[config.mk]
export PLATFORM = sky130hd
export DESIGN_NAME = goc_sqrt
export DESIGN_NICKNAME = d
export VERILOG_FILES = /design/src/sv/goc_pkg.sv /design/src/sv/goc_sqrt.sv
export SDC_FILE = /design/constraint.sdc
export NUM_CORES = 2
export LEC_CHECK = 0
export BUFFER_PORTS_ARGS = -buffer_cell sky130_fd_sc_hd__buf_4
export CAP_MARGIN = 20
export CORE_ASPECT_RATIO = 1.4
export CORE_UTILIZATION = 60
export CTS_CLUSTER_SIZE = 24
export DETAILED_ROUTE_END_ITERATION = 7
export GPL_TIMING_DRIVEN = 0
export PLACE_DENSITY = 0.73
export SLEW_MARGIN = 0
export SYNTH_ARGS = -nofsm -noshare
export SYNTH_HDL_FRONTEND = slang
export SYNTH_SLANG_ARGS = --single-unit
[constraint.sdc]
create_clock -name clock -period 3.9 [get_ports clock]
set_input_delay 0.78 -clock clock [delete_from_list [all_inputs] [get_ports clock]]
set_output_delay 0.78 -clock clock [all_outputs]
set_load 0.1 [all_outputs]
[src/sv/goc_pkg.sv]
// Shared widths, constants and types of the gradient orientation cost unit.
package goc_pkg;

   // Width of one signed gradient component and fraction bits of a magnitude.
   localparam int GRAD_WIDTH = 13;
   localparam int FRAC_BITS  = 8;
   // Fraction bits of the orientation ratio and weight (Q1.16).
   localparam int RATIO_BITS = 16;
   localparam int COST_WIDTH = 21;

   // A magnitude is below 2^GRAD_WIDTH in the integer part.
   localparam int MAG_W  = GRAD_WIDTH + FRAC_BITS;
   // Radicand of the square root: sum of squares scaled by 2^(2*FRAC_BITS).
   localparam int RAD_W  = 2 * MAG_W;
   localparam int SQ_W   = 2 * GRAD_WIDTH;
   localparam int DOT_W  = 2 * GRAD_WIDTH;
   // Dividend of the first division: |dot| scaled by 2^(FRAC_BITS+RATIO_BITS).
   localparam int NUM_W  = DOT_W + FRAC_BITS + RATIO_BITS;
   // Quotient bits; both quotients are known to stay below 2^QUO_W.
   localparam int QUO_W  = GRAD_WIDTH + RATIO_BITS + 1;
   localparam int RAT_W  = RATIO_BITS + 1;
   localparam int SIDE_W = 2 * MAG_W;

   localparam logic [MAG_W-1:0] MAG_ONE   = MAG_W'(1) << FRAC_BITS;
   localparam logic [RAT_W-1:0] RATIO_ONE = RAT_W'(1) << RATIO_BITS;
   localparam logic [COST_WIDTH-1:0] COST_MAX = '1;

   // Valid bit and the data that travels alongside an arithmetic pipeline.
   typedef struct packed {
      logic              valid;
      logic [SIDE_W-1:0] side;
   } lane_type;

endpackage

[src/sv/goc_sqrt.sv]
// Pipelined integer square root, two radicand bits per stage.
module goc_sqrt (
   input  logic                        clock,
   input  logic                        reset,
   input  goc_pkg::lane_type           in_lane,
   input  logic [goc_pkg::RAD_W-1:0]   in_rad,
   output goc_pkg::lane_type           out_lane,
   output logic [goc_pkg::MAG_W-1:0]   out_root
);
   import goc_pkg::*;

   logic [MAG_W:0]    vld_ff;
   logic [SIDE_W-1:0] side_ff [MAG_W+1];
   logic [MAG_W-1:0]  root_ff [MAG_W+1];
   logic [MAG_W+1:0]  rem_ff  [MAG_W];
   logic [RAD_W-1:0]  rad_ff  [MAG_W];
   logic [MAG_W-1:0]  root_in [MAG_W];
   logic [MAG_W+1:0]  rem_in  [MAG_W];

   always_comb begin
      logic [MAG_W+3:0] shifted;
      logic [MAG_W+3:0] trial;
      for (int k = 0; k < MAG_W; k++) begin
         shifted = {rem_ff[k], rad_ff[k][RAD_W-1 -: 2]};
         trial   = {2'b00, root_ff[k], 2'b01};
         if (shifted >= trial) begin
            rem_in[k]  = (MAG_W+2)'(shifted - trial);
            root_in[k] = {root_ff[k][MAG_W-2:0], 1'b1};
         end else begin
            rem_in[k]  = shifted[MAG_W+1:0];
            root_in[k] = {root_ff[k][MAG_W-2:0], 1'b0};
         end
      end
   end

   always_ff @(posedge clock) begin
      if (reset) begin
         vld_ff <= '0;
      end else begin
         vld_ff <= {vld_ff[MAG_W-1:0], in_lane.valid};
      end
   end

   always_ff @(posedge clock) begin
      side_ff[0] <= in_lane.side;
      root_ff[0] <= '0;
      rem_ff[0]  <= '0;
      rad_ff[0]  <= in_rad;
      for (int k = 0; k < MAG_W; k++) begin
         side_ff[k+1] <= side_ff[k];
         root_ff[k+1] <= root_in[k];
      end
      for (int k = 0; k < MAG_W-1; k++) begin
         rem_ff[k+1] <= rem_in[k];
         rad_ff[k+1] <= {rad_ff[k][RAD_W-3:0], 2'b00};
      end
   end

   assign out_lane.valid = vld_ff[MAG_W];
   assign out_lane.side  = side_ff[MAG_W];
   assign out_root       = root_ff[MAG_W];

endmodule

==> flow_metrics.tcl <==
set metrics [dict create \
    cts_tree "done" \
    yosysWarnings 0 \
    cap_violations 0 \
    grt_usage_pct 20.18 \
    num-nets-final 5557 \
    pwr_density_cell_nw_per_um2 695.5 \
    io_buffers 150 \
    syn_inst 4887 \
    async_reset_ff_share_pct 0 \
    grt_overflow 0 \
    grt_pass1_vias 34145 \
    critPathLaunch "root_ff[2][1]" \
    holdWs_ps 100.3 \
    end_kind "flop" \
    synth_edf_count 0 \
    cts_sinks 2070 \
    gp_congestion 0.9974 \
    synthTopCellsByArea "dfxtp_1 (69%), ha_1 (5.3%), xnor2_1 (2.9%)" \
    fin_crit_sh_pct 95.20 \
    slew_viol_final 0 \
    synth_top_area_share_pct 69.41 \
    drtIter0Drc 1406 \
    cts_max_level 4 \
    hold_buffers 0 \
    yosys.area.top_type "dfxtp_1" \
    antenna_found_initial 2 \
    numCtsBuffers 174 \
    hold_class "in -> reg" \
    final_common_cell "dfxtp_1" \
    start_kind "flop" \
    r2r-start "root_ff[2][1]" \
    drive_gt1_share_pct 11.18 \
    regArea_um2 41440 \
    r2r-end "rem_ff[2][38]" \
    start_util_pct 60.70 \
    crit_path_end "rem_ff[2][38]" \
    synth-main-ff-cell "dfxtp_1" \
    n_fill_cell 7103 \
    rsz0062_at_grt "no" \
    layout_common_cells "dfxtp_1 (2,070), inv_1 (319), ha_1 (253)" \
    ff2ff_path_depth 10 \
    multi_input_area_um2 16330 \
    worstPathMaxFanout 10 \
    ys_types 89 \
    synth_nets 5227 \
    critPathRequiredTime_ps 4510 \
    leakage_nw 31.17 \
    coreArea_um2 98350 \
    place_area_um2 62490 \
    die_h_um 375.2 \
    wl_mm 100.6 \
    skew_ps 41.50 \
    dieArea_um2 100800 \
    n_antenna_cell 0 \
    viasPerCell 5.003 \
    dr.pass1.iters 6 \
    max_clock_freq_ghz 0.2693 \
    worstSetupPathType "reg -> reg" \
    syn_to_final_growth_pct 14.85 \
    finalSetupViolCount 0 \
    worst_slack_ps 187.3 \
    cts_root_buffer "clkbuf_16" \
    drc 0 \
    p_total_mw 47.69 \
    worst_pin_slew_ps 1184 \
    ir_drop_mv 0.6156 \
    ys_ff_latch 2070 \
    min_period_ps 3713 \
    dp_slack_ps -170.9 \
    ios 151 \
    syn_avg_cell_area_um2 12.22 \
    ant_nets 0 \
    outcome "completed" \
    finalHoldViolCount 0 \
    design_area_um2 68570 \
    max_slew_margin_pct 20.25 \
    path_clk_slew_ps 70 \
    grt_max_degree 18 \
    die_w_um 268.6 \
    cts_max_path_buffers 3 \
    ff2ff_setup_slack_ps 190 \
    netlist_area_um2 59700 \
    final_core_util_pct 69.71 \
    seq_area_frac_synth_pct 69.41 \
    dp_hpwl_mm 71.39 \
    grt_pass1_wl_mm 159.3 \
    vias 33372 \
    row_count 136 \
    crit_arrival_ps 4320 \
    wl_per_cell_um 15.08 \
    clkLatencyLatePin_ps 780 \
]
per-layer routing:
metal | up-vias | global-route usage, % | routed length, µm
met5 | - | 0 | 0
met4 | 0 | 14.11 | 6994
met3 | 376 | 4.408 | 3617
met2 | 680 | 41.70 | 58320
met1 | 15392 | 15.65 | 31650
li1 | 16924 | - | -
what timing repair did:
action                                 CTS  global route
endpoints found under the hold margin    0             0
gates resized for setup                  4             2
setup endpoints to repair               16            23
setup buffers                            0             0
area by class of cell:
| type | instances | area share (%) |
|---|---|---|
| Timing Repair Buffer | 155 | 1.686 |
| Inverter | 322 | 1.766 |
| Clock inverter | 67 | 1.429 |
| Sequential cell | 2070 | 60.44 |
| Clock buffer | 251 | 7.387 |
| Buffer | 129 | 1.086 |
| Multi-Input combinational cell | 2365 | 23.82 |
| Tap cell | 1311 | 2.392 |
per-stage QoR:
step	instances	TNS, ps
finish	6670	0
global route	6670	0
CTS	6669	0
detailed placement	6351	-1392
global placement	6348	-3997
floorplan	4887	0
registers in the layout (all words and copies together), names as in the netlist:
register / count
rad_ff: 462
rem_ff: 431
root_ff: 231
side_ff: 924
vld_ff: 22
where the power goes:
part	internal (mW)	switching, mW	total (mW)
clock network	10.1	7.48	17.6
registers	23.5	1.35	24.9
logic	2.34	2.92	5.26
synthesized netlist by cell type (63+ instances only):
master	count
dfxtp_1	2070
inv_1	319
ha_1	253
a21oi_1	241
nor2_1	235
nand2_1	233
xnor2_1	198
o21ai_0	170
xor2_1	144
nor3_1	94
a21o_1	72
buf_4	64
nand3_1	63
cells by family (layout without fill, tap and decap cells):
logic type | Yosys count | in the layout | synth area share (%)
xor+xnor | 342 | 342 | 5.017
flops | 2070 | 2070 | 69.41
fa+ha+maj | 253 | 253 | 5.302
compound gates | 711 | 711 | 7.390
mux | 52 | 52 | 0.9641
other cells | 1 | 1 | 0.006281
simple gates | 1006 | 1006 | 8.633
buf+inv | 452 | 924 | 3.276
how the worst min path moves through the flow:
stage	startpoint	slack [ps]	end	cells past startpoint
after global routing	in_lane[26]	30	side_ff[0][26]	1
after floorplan	rad_ff[9][18]	310	rad_ff[10][20]	0
after global placement	rad_ff[11][32]	310	rad_ff[12][34]	0
final	in_lane[32]	100	side_ff[0][32]	1
after CTS	in_lane[26]	20	side_ff[0][26]	1
after detailed placement	side_ff[2][118]	310	side_ff[2][160]	0
worst max-delay path: stages, from the launching register on:
cell and delay (ps):
dfxtp_1 330, inv_1 50, ha_1 340, nor3_1 230, a211oi_1 150, a221o_1 510
a311o_1 390, a21oi_1 430, clkbuf_2 400, clkbuf_1 520, o21ai_0 190
Note: power is estimated with default switching activity, not from simulation.
