### src/sv/goc_pkg.sv
// Shared widths, constants and types of the gradient orientation cost unit.
package goc_pkg;

   // Width of one signed gradient component and fraction bits of a magnitude.
   localparam int GRAD_WIDTH = 13;
   localparam int FRAC_BITS  = 8;
   // Fraction bits of the orientation ratio and weight (Q1.16).
   localparam int RATIO_BITS = 16;
   localparam int COST_WIDTH = 21;

   // A magnitude is below 2^GRAD_WIDTH in the integer part.
   localparam int MAG_W  = GRAD_WIDTH + FRAC_BITS;
   // Radicand of the square root: sum of squares scaled by 2^(2*FRAC_BITS).
   localparam int RAD_W  = 2 * MAG_W;
   localparam int SQ_W   = 2 * GRAD_WIDTH;
   localparam int DOT_W  = 2 * GRAD_WIDTH;
   // Dividend of the first division: |dot| scaled by 2^(FRAC_BITS+RATIO_BITS).
   localparam int NUM_W  = DOT_W + FRAC_BITS + RATIO_BITS;
   // Quotient bits; both quotients are known to stay below 2^QUO_W.
   localparam int QUO_W  = GRAD_WIDTH + RATIO_BITS + 1;
   localparam int RAT_W  = RATIO_BITS + 1;
   localparam int SIDE_W = 2 * MAG_W;

   localparam logic [MAG_W-1:0] MAG_ONE   = MAG_W'(1) << FRAC_BITS;
   localparam logic [RAT_W-1:0] RATIO_ONE = RAT_W'(1) << RATIO_BITS;
   localparam logic [COST_WIDTH-1:0] COST_MAX = '1;

   // Valid bit and the data that travels alongside an arithmetic pipeline.
   typedef struct packed {
      logic              valid;
      logic [SIDE_W-1:0] side;
   } lane_type;

endpackage

### src/sv/goc_divider.sv
// Pipelined restoring divider, one quotient bit per stage.
module goc_divider (
   input  logic                        clock,
   input  logic                        reset,
   input  goc_pkg::lane_type           in_lane,
   input  logic [goc_pkg::NUM_W-1:0]   in_num,
   input  logic [goc_pkg::MAG_W-1:0]   in_den,
   output goc_pkg::lane_type           out_lane,
   output logic [goc_pkg::QUO_W-1:0]   out_quo
);
   import goc_pkg::*;

   logic [QUO_W:0]    vld_ff;
   logic [SIDE_W-1:0] side_ff [QUO_W+1];
   logic [QUO_W-1:0]  low_ff  [QUO_W+1];
   logic [MAG_W-1:0]  den_ff  [QUO_W];
   logic [MAG_W-1:0]  rem_ff  [QUO_W];
   logic [MAG_W-1:0]  rem_in  [QUO_W];
   logic [QUO_W-1:0]  low_in  [QUO_W];

   // The low word holds the unused dividend bits at the top and the
   // quotient bits gathered so far at the bottom.
   always_comb begin
      logic [MAG_W:0] trial;
      for (int k = 0; k < QUO_W; k++) begin
         trial = {rem_ff[k], low_ff[k][QUO_W-1]};
         if (trial >= {1'b0, den_ff[k]}) begin
            rem_in[k] = MAG_W'(trial - {1'b0, den_ff[k]});
            low_in[k] = {low_ff[k][QUO_W-2:0], 1'b1};
         end else begin
            rem_in[k] = trial[MAG_W-1:0];
            low_in[k] = {low_ff[k][QUO_W-2:0], 1'b0};
         end
      end
   end

   always_ff @(posedge clock) begin
      if (reset) begin
         vld_ff <= '0;
      end else begin
         vld_ff <= {vld_ff[QUO_W-1:0], in_lane.valid};
      end
   end

   always_ff @(posedge clock) begin
      side_ff[0] <= in_lane.side;
      den_ff[0]  <= in_den;
      rem_ff[0]  <= {1'b0, in_num[NUM_W-1:QUO_W]};
      low_ff[0]  <= in_num[QUO_W-1:0];
      for (int k = 0; k < QUO_W; k++) begin
         side_ff[k+1] <= side_ff[k];
         low_ff[k+1]  <= low_in[k];
      end
      for (int k = 0; k < QUO_W-1; k++) begin
         den_ff[k+1] <= den_ff[k];
         rem_ff[k+1] <= rem_in[k];
      end
   end

   assign out_lane.valid = vld_ff[QUO_W];
   assign out_lane.side  = side_ff[QUO_W];
   assign out_quo        = low_ff[QUO_W];

endmodule

### config.mk
export PLATFORM = sky130hd
export DESIGN_NAME = goc_divider
export DESIGN_NICKNAME = d
export VERILOG_FILES = /design/src/sv/goc_pkg.sv /design/src/sv/goc_divider.sv
export SDC_FILE = /design/constraint.sdc
export NUM_CORES = 2
export LEC_CHECK = 0
export BUFFER_PORTS_ARGS = -buffer_cell sky130_fd_sc_hd__buf_4
export CORE_MARGIN = 2
export CORE_UTILIZATION = 58
export CTS_BUF_LIST = sky130_fd_sc_hd__clkbuf_4 sky130_fd_sc_hd__clkbuf_8
export DETAILED_ROUTE_END_ITERATION = 7
export PLACE_DENSITY = 0.73
export SLEW_MARGIN = 10
export SYNTH_ARGS = -nofsm -noshare
export SYNTH_HDL_FRONTEND = slang
export SYNTH_SLANG_ARGS = --single-unit
export TNS_END_PERCENT = 30
### constraint.sdc
create_clock -name clock -period 3.79 [get_ports clock]
set_input_delay 0.379 -clock clock [delete_from_list [all_inputs] [get_ports clock]]
set_output_delay 0.379 -clock clock [all_outputs]
set_load 0.03 [all_outputs]
==> summary.txt <==
Outcome
  • Outcome: complete, no violations

Pwr
  • Max VDD drop: 713 uV
  • Register share of total power: 40.7%
  • Combinational power share: 31.7%
  • Internal power: 80.8 mW
  • Clock share of power: 27.6%
  • Cell Pwr Density: 934 nW/um^2
  • Switching share of power: 31.8%
  • Total power: 119 mW
  • Switching power total: 37.8 mW
  • Leak Pwr: 57.6 nW

Yosys
  • Mapped Cells: 9,140
  • Warnings from Yosys: 0
  • Compound-Gate Fraction of Synth Area: 10.2%
  • Number of enable flip-flop cells after synthesis: 0
  • Post-synthesis sequential area ratio: 64.6%
  • Largest family of logic cells by synthesized area: compound AO/OA/AOI/OAI gates
  • Synth cell types: 88
  • Syn avg cell area: 11.9 um^2
  • Mux cell area share after synthesis: 3.53%
  • Cell Area, Synth: 109,000 um^2
  • Synth Register Bits: 3,522
  • Synth Area in XOR/XNOR: 3.93%
  • Post-Synth Adder-Cell Area: 7.76%
  • Mapped Nets: 9,915
  • Ys async rst share: 0%
  • Primary FF master, synth: dfxtp_1
  • Simple-gate share of the synthesized area: 5.93%

Routing
  • Drt first pass iters: 6
  • Routed via count: 64,500
  • Initial DRC Count: 3,259
  • Vias per inst: 5.03
  • Post-DRT Antenna Nets: 0
  • DRC: 0
  • Final WL: 213,000 um
  • Routed length per instance: 16.6 um

Finish
  • NumNets Final: 10,700
  • Leading cell type in the layout, fill and taps excluded: dfxtp_1
  • Commonest cells after routing, fill and taps aside: 3,522 x dfxtp_1, 828 x inv_1, 680 x clkbuf_8, 630 x ha_1, 473 x a21oi_1
  • Share of cells above drive strength 1: 15.2%
  • Post-route insts no fill: 12,800
  • Fin util: 67.8%
  • Layout area overhead: 16.4%

Timing
  • Final hold viol count: 0
  • Final setup viols: 0
  • Least-Margin Pin Slew: 1.10 ns
  • RSZ-0062 raised after global routing: yes
  • Worst clock skew: 0.0679 ns
  • Slew Viols, Final: 0
  • Min cycle time layout: 3.60 ns
  • Rel. slew slack: 26.9%
  • Max Fclk: 278 MHz
  • Crit share post-route: 94.9%

Place
  • Placed insts: 11,700
  • Detailed Place HPWL: 145,000 um
  • Port-buffer cells: 188
  • GPL Wtd Cong: 0.924

Worst setup path
  • CP Capture Type: register
  • Crit start category: register
  • Worst path max stage delay: 0.42 ns
  • CP Class: register to register
  • CP Max Fanout: 40
  • CP required: 4.69 ns
  • Crit path DAT: 4.50 ns
  • CP max stage cell: a311oi_1
  • Register-to-Register Setup Slack: 0.19 ns
  • Worst path cell trace: ha_1 > inv_1 > fa_1 > a21o_1 > a21o_1 > a311oi_1 > a21oi_1 > a21oi_1 > o21ai_1 > a31oi_2 > buf_12 > mux2_2

Floorplanning
  • Die X: 438 um
  • Die ar.: 192,000 um^2
  • Num rows: 159
  • DIE HEIGHT: 438 um
  • I/O pin count: 189
  • Total core area: 187,000 um^2
  • Starting Density: 58.2%

Global route
  • Largest net degree at the start of global routing: 44
  • First-pass GRT wire length: 343,000 um
  • Grt total ovfl: 0
  • Vias in the first global route: 66,700
  • Total Routing Usage GR: 22.2%
  • Antenna violations before repair: 3

Clocking
  • CTS buffer count: 547
  • CTS root buf: clkbuf_8
  • Longest Clk Path Bufs: 4
  • H-Tree Depth: 6
  • CTS tree: done
  • Clock Sink Count: 3,522
  • Clk_lat worst skew: 1.06 ns
  • CTS clk-pin slew, worst paths: 0.06 ns

Worst hold path
  • Tightest Hold Check Type: register to register

Flow run
  • Max-cap violation count: 0
synth_stat cells (all sizes together) (22+ instances only):
cell type | n | area (um^2)
ha | 630 | 7880
inv | 828 | 3110
nor3 | 94 | 470
nand4 | 94 | 588
xnor2 | 302 | 2650
nand2b | 44 | 275
nand2 | 471 | 1770
o21a | 63 | 475
or3 | 37 | 231
buf | 128 | 948
nor2b | 100 | 626
a21oi | 482 | 2450
fa | 29 | 581
o21ai | 449 | 2250
xor2 | 188 | 1650
clkbuf | 83 | 312
o31ai | 54 | 410
a211oi | 37 | 288
mux2 | 310 | 3580
mux2i | 27 | 270
nand3 | 122 | 616
o41ai | 23 | 231
a31oi | 49 | 307
dfxtp | 3522 | 70500
nor2 | 270 | 1010
and3 | 22 | 138
a21o | 272 | 2040
o21bai | 101 | 758
power groups by stage:
| stage | Clock (mW) | Combinational, mW | Sequential (mW) |
|---|---|---|---|
| after global placement | 0 | 36.0 | 49.0 |
| after detailed placement | 0 | 36.7 | 49.0 |
| final | 32.8 | 37.5 | 48.3 |
| after CTS | 33.6 | 37.2 | 48.4 |
| after floorplan | 0 | 29.4 | 47.0 |
| after global routing | 35.4 | 41.7 | 48.9 |
registers in the layout (all words and copies together), names as in the netlist:
signal / flops
vld_ff: 31
rem_ff: 629
side_ff: 1302
low_ff: 930
den_ff: 630
metal layers:
layer | GRT usage [%] | wire length (um) | share of wire [%]
met5 | 0 | 0 | 0
met1 | 27.4 | 93500 | 44
met4 | 8.24 | 6450 | 3.0
met3 | 4.04 | 8610 | 4.0
met2 | 38.6 | 105000 | 49
path summary, 6_finish.rpt:
kind / from / end / depth (start not counted)
hold / removal: low_ff[1][396] / low_ff[1][427] / 0
setup reg to reg: den_ff[1][21] / rem_ff[0][127] / 12
setup / recovery: den_ff[1][21] / rem_ff[0][127] / 12
hold reg to reg: low_ff[1][396] / low_ff[1][427] / 0
stage by stage:
step | setup WS [ns] | hold WS (ns) | TNS (ns) | area, um^2
floorplan | 0.565 | 0.310 | 0 | 109000
global placement | 0.249 | 0.310 | 0 | 113000
detailed placement | 0.119 | 0.312 | 0 | 113000
CTS | 0.0800 | 0.176 | 0 | 127000
global route | -0.0226 | 0.237 | -0.0315 | 127000
finish | 0.193 | 0.275 | 0 | 127000
kinds of logic after synthesis:
| group | count (synthesis) |
|---|---|
| XOR/XNOR | 490 |
| buffers and inverters | 1039 |
| flip-flops | 3522 |
| multiplexers | 337 |
| AO/OA/AOI/OAI | 1735 |
| adder cells (fa/ha/maj) | 659 |
| AND/OR/NAND/NOR | 1358 |
worst max-delay path, delay by kind of cell (launching register included):
kind	cells	cell delay (ns)
AOI/OAI and AO/OA	7	1.80
adders and majority gates	2	0.60
DFF	1	0.41
muxes	1	0.35
buffers and inverters	2	0.29
layout make-up:
type	count	area, um^2
Antenna cell	5	12.5
Inverter	828	3110
Timing Repair Buffer	483	4370
Clock buffer	830	10500
Sequential cell	3522	70500
Fill cell	13600	60400
Multi-Input combinational cell	4579	34300
Clock inverter	99	1060
Tap cell	2495	3120
what timing repair did:
action | in CTS | in global routing
endpoints found under the setup margin | 0 | 74
resized for setup | 0 | 6
buffers inserted | 0 | 1
endpoints found under the hold margin | 144 | 0
hold buffers | 229 | 0
Note: power is estimated with default switching activity, not from simulation.
